### src/design/rrts_pkg.sv
package rrts_pkg;

  localparam int FUNC_W = 3;
  localparam int PIPE_IN_W = 3;
  localparam int VALUE_W = 64;
  localparam int STATUS_W = 3;
  localparam int RUN_W = 5;
  localparam int WR_W = 6;
  localparam int QUANT_W = 8;
  localparam logic [WR_W-1:0] WRITERS_MAX = 6'd63;
  localparam logic [QUANT_W-1:0] QUANTUM_RESET = 8'd5;
  localparam logic REG_QUANTUM = 1'b0;

  typedef enum logic [FUNC_W-1:0] {
    F_CREATE    = 3'd0,
    F_TICK      = 3'd1,
    F_WRITE     = 3'd2,
    F_READ      = 3'd3,
    F_CAN_READ  = 3'd4,
    F_OPEN_WR   = 3'd5,
    F_CLOSE_WR  = 3'd6,
    F_EXIT      = 3'd7
  } func_t;

  typedef enum logic [STATUS_W-1:0] {
    S_OK         = 3'd0,
    S_BLOCKED    = 3'd1,
    S_PREEMPTED  = 3'd2,
    S_END        = 3'd3,
    S_NO_THREAD  = 3'd4,
    S_TABLE_FULL = 3'd5,
    S_DROPPED    = 3'd6,
    S_DEADLOCK   = 3'd7
  } status_t;

  typedef enum logic [1:0] {
    T_READY    = 2'd0,
    T_RUNNING  = 2'd1,
    T_BLOCKED  = 2'd2,
    T_FINISHED = 2'd3
  } thread_st_t;

  typedef enum logic [2:0] {
    C_IDLE,
    C_EXEC,
    C_POST,
    C_SEARCH,
    C_OUT
  } ctrl_state_t;

  typedef struct packed {
    logic accept;
    logic exec;
    logic post;
    logic search;
  } cmd_t;

  typedef struct packed {
    logic need_dispatch;
    logic search_done;
  } stat_t;

endpackage

### src/design/rrts_ctrl.sv
module rrts_ctrl (
  input  logic           clk,
  input  logic           rst,
  input  logic           in_valid,
  input  logic           out_ready,
  input  rrts_pkg::stat_t stat,
  output rrts_pkg::cmd_t  cmd,
  output logic           in_ready,
  output logic           out_valid
);
  import rrts_pkg::*;

  ctrl_state_t state, state_next;

  always_ff @(posedge clk) begin
    if (rst) begin
      state <= C_IDLE;
    end else begin
      state <= state_next;
    end
  end

  always_comb begin
    state_next = state;
    case (state)
      C_IDLE: begin
        if (in_valid) state_next = C_EXEC;
      end
      C_EXEC: state_next = C_POST;
      C_POST: begin
        state_next = stat.need_dispatch ? C_SEARCH : C_OUT;
      end
      C_SEARCH: begin
        if (stat.search_done) state_next = C_OUT;
      end
      C_OUT: begin
        if (out_ready) state_next = C_IDLE;
      end
      default: state_next = C_IDLE;
    endcase
  end

  always_comb begin
    cmd = '0;
    in_ready = 1'b0;
    out_valid = 1'b0;
    case (state)
      C_IDLE: begin
        in_ready = 1'b1;
        cmd.accept = in_valid;
      end
      C_EXEC: cmd.exec = 1'b1;
      C_POST: cmd.post = 1'b1;
      C_SEARCH: cmd.search = 1'b1;
      C_OUT: out_valid = 1'b1;
      default: cmd = '0;
    endcase
  end

endmodule

### config.mk
export PLATFORM = sky130hd
export DESIGN_NAME = rrts_ctrl
export DESIGN_NICKNAME = d
export VERILOG_FILES = /design/src/design/rrts_pkg.sv /design/src/design/rrts_ctrl.sv
export SDC_FILE = /design/constraint.sdc
export NUM_CORES = 1
export LEC_CHECK = 0
export BUFFER_PORTS_ARGS = -buffer_cell sky130_fd_sc_hd__clkbuf_2
export CAP_MARGIN = 20
export CORE_AREA = 3 3 40 42
export CTS_CLUSTER_DIAMETER = 60
export CTS_CLUSTER_SIZE = 8
export DETAILED_ROUTE_END_ITERATION = 12
export DIE_AREA = 0 0 43 45
export HOLD_SLACK_MARGIN = 0.1
export PLACE_DENSITY = 0.42
export SLEW_MARGIN = 0
export SYNTH_ARGS = -nofsm -noshare
export SYNTH_HDL_FRONTEND = slang
export SYNTH_SLANG_ARGS = --single-unit
export TNS_END_PERCENT = 5
### constraint.sdc
create_clock -name clk -period 2.4 [get_ports clk]
set_input_delay 0.72 -clock clk [delete_from_list [all_inputs] [get_ports clk]]
set_output_delay 0.72 -clock clk [all_outputs]
set_load 0.005 [all_outputs]
==> qor.txt <==
status: finished, final reports clean
Peak Freq: 536 MHz
Cell Area, Synth: 201 um2
Worst R2R Start: state[0]
# setup viols final: 0
I/O pins: 12
share of cells above drive strength 1: 44.7%
Port Buffers: 11
Main synth FF type: dfxtp_1
Core Area: 0.00128 mm2
Final min period: 1.87 ns
Max stage delay on crit path: 0.41 ns
Synth area leader: dfxtp_1
First-pass DRT Iterations: 4
Total GRT Usage: 6.16%
Initial Util: 15.7%
Syn Inst Count: 24
# diodes: 0
Synth cell types: 18
sequential-to-total area share from yosys stat: 29.8%
Vias/cell: 4.32
Hold Crit Class: flip-flop to flip-flop
first-pass GRT wire length: 848 um
Filler Cell Count: 149
DRT antenna net count: 0
worst hold endpoint: state[0]
startpoint types: flip-flop
area grow syn2layout: 47.2%
# Post-CTS Setup Buffers: 0
worst-path cell chain: nor3_1 -> and2_1 -> clkbuf_2
Rows: 13
syn nets: 30
cts repair resizes: 0
Critical Path AT: 1.15 ns
RSZ-0062 raised after global routing: no
Num CTS Buffers: 3
Yosys top cell area share: 29.8%
Placed Instances: 49
maximum clock path buffer count: 2
largest net degree at the start of global routing: 13
VDD IR-drop max: 0.180 mV
DIE WIDTH: 43 um
Synthesis Warnings: 0
Fin Setup TNS: 0 ns
Sequential Area: 60.1 um2
Multi-input gate area: 125 um2
1st-iter DRT viols: 3
vias: 229
most flop-heavy register: state
maxcap violations: 0
Area contributors post-synth: dfxtp_1 (30%), nor3_1 (7.5%), and3_1 (6.2%)
cell count of the worst reg-to-reg path: 3
Data required, critical path: 1.68 ns
Residual DRC: 0
syn_area_per_cell: 8.39 um2
flop2flop setup slack: 1.29 ns
Commonest cells post-synth: dfxtp_1 (3), nor3_1 (3), and3_1 (2), inv_1 (2)
Clock H-tree levels: 1
r2r endpoint: state[2]
Fin. Hold Viols: 0
HP Start: state[2]
ys async rst share: 0%
post-route clock period utilization: 77.7%
Top Registers: state x3
CP endpoint kind: output port
DP Worst Slack: 0.627 ns
number of synthesized flops with an enable pin: 0
CTS tree: yes
initial antenna violation count: 0
synthesis-stage register bit count: 3
final core occ: 23.1%
Least-Margin Pin Slew: 0.359 ns
post-DP HPWL: 415 um
Max Slew Vio Count: 0
Pleak: 0.000144 uW
Reg clk slew, reported paths: 0.04 ns
clock root cell: clkbuf_4
Crit-path slowest cell: dfxtp_1
hold_ws: 0.542 ns
PwrDens: 625 mW/mm2
max reg flops: 3
CTS Sinks: 3
setup ws final: 0.535 ns
final cell count without fillers: 53
relative slew slack: 76.1%
Placer Congestion: 0.640
Crit Path Category: flip-flop to output port
total grt overflow: 0
Hold Buf Count CTS: 0
critical path fanouts, max: 12
worst clock skew: 0.00537 ns
DR WL/cell: 10.1 um
die height: 45 um
Hold Path Depth: 1
Clock Latency Late Sink: 0.23 ns
die area: 0.00194 mm2
Post-Route WL: 534 um
vias in the first global route: 220
Final nets: 45
-- cell type report --
cell class,count,share of cell area (%)
clock buffer,4,8.86
inverter,3,3.80
multi-input combinational,17,42.2
sequential,3,20.3
tap,15,6.33
timing repair buffer,11,18.6
-- power by group --
part,internal (uW),switching [uW]
Sequential,53.8,8.61
Combinational,19.0,16.4
Clock,62.2,25.1
Total,135,50.2
-- metal layers --
metal	GRT usage, %	wire length (um)	part of all wire [%]	vias to the layer above
met5	0	0	0	-
met4	5.42	0	0	0
met3	3.98	76	14	0
met2	7.49	213	40	10
met1	7.21	243	46	100
li1	-	-	-	119
-- worst max-delay path, delay by kind of cell, from the launching register on --
family	cells	cell delay (ns)
simple gates	2	0.40
flops	1	0.41
buf+inv	1	0.10
-- placed cells by master (no fill, tap or decap), types with 2 or more instances in the layout --
master / n
and3_1: 2
clkbuf_4: 3
inv_1: 2
dfxtp_1: 3
clkbuf_2: 11
nor3_1: 3
-- per-stage QoR --
| stage | area [um2] | total power [uW] |
|---|---|---|
| final | 297 | 185 |
| after global routing | 297 | 201 |
| after CTS | 297 | 190 |
| after detailed placement | 270 | 99.3 |
| after global placement | 270 | 99.8 |
| after floorplan | 201 | 82.2 |
-- worst max path at each step --
stage,start,endpoint,slack (ns)
floorplan,state[1],cmd[3],0.80
global placement,in_valid,cmd[3],0.63
detailed placement,in_valid,cmd[3],0.63
CTS,state[1],cmd[3],0.52
global route,state[1],cmd[3],0.44
finish,state[1],cmd[3],0.53
-- cells by family after synthesis --
family,after synthesis,share of synthesized area (%)
AND/OR/NAND/NOR,10,36.0
buffers and inverters,4,8.07
AO/OA/AOI/OAI,7,26.1
flip-flops,3,29.8
No activity file was read; power rests on OpenSTA's default activity.
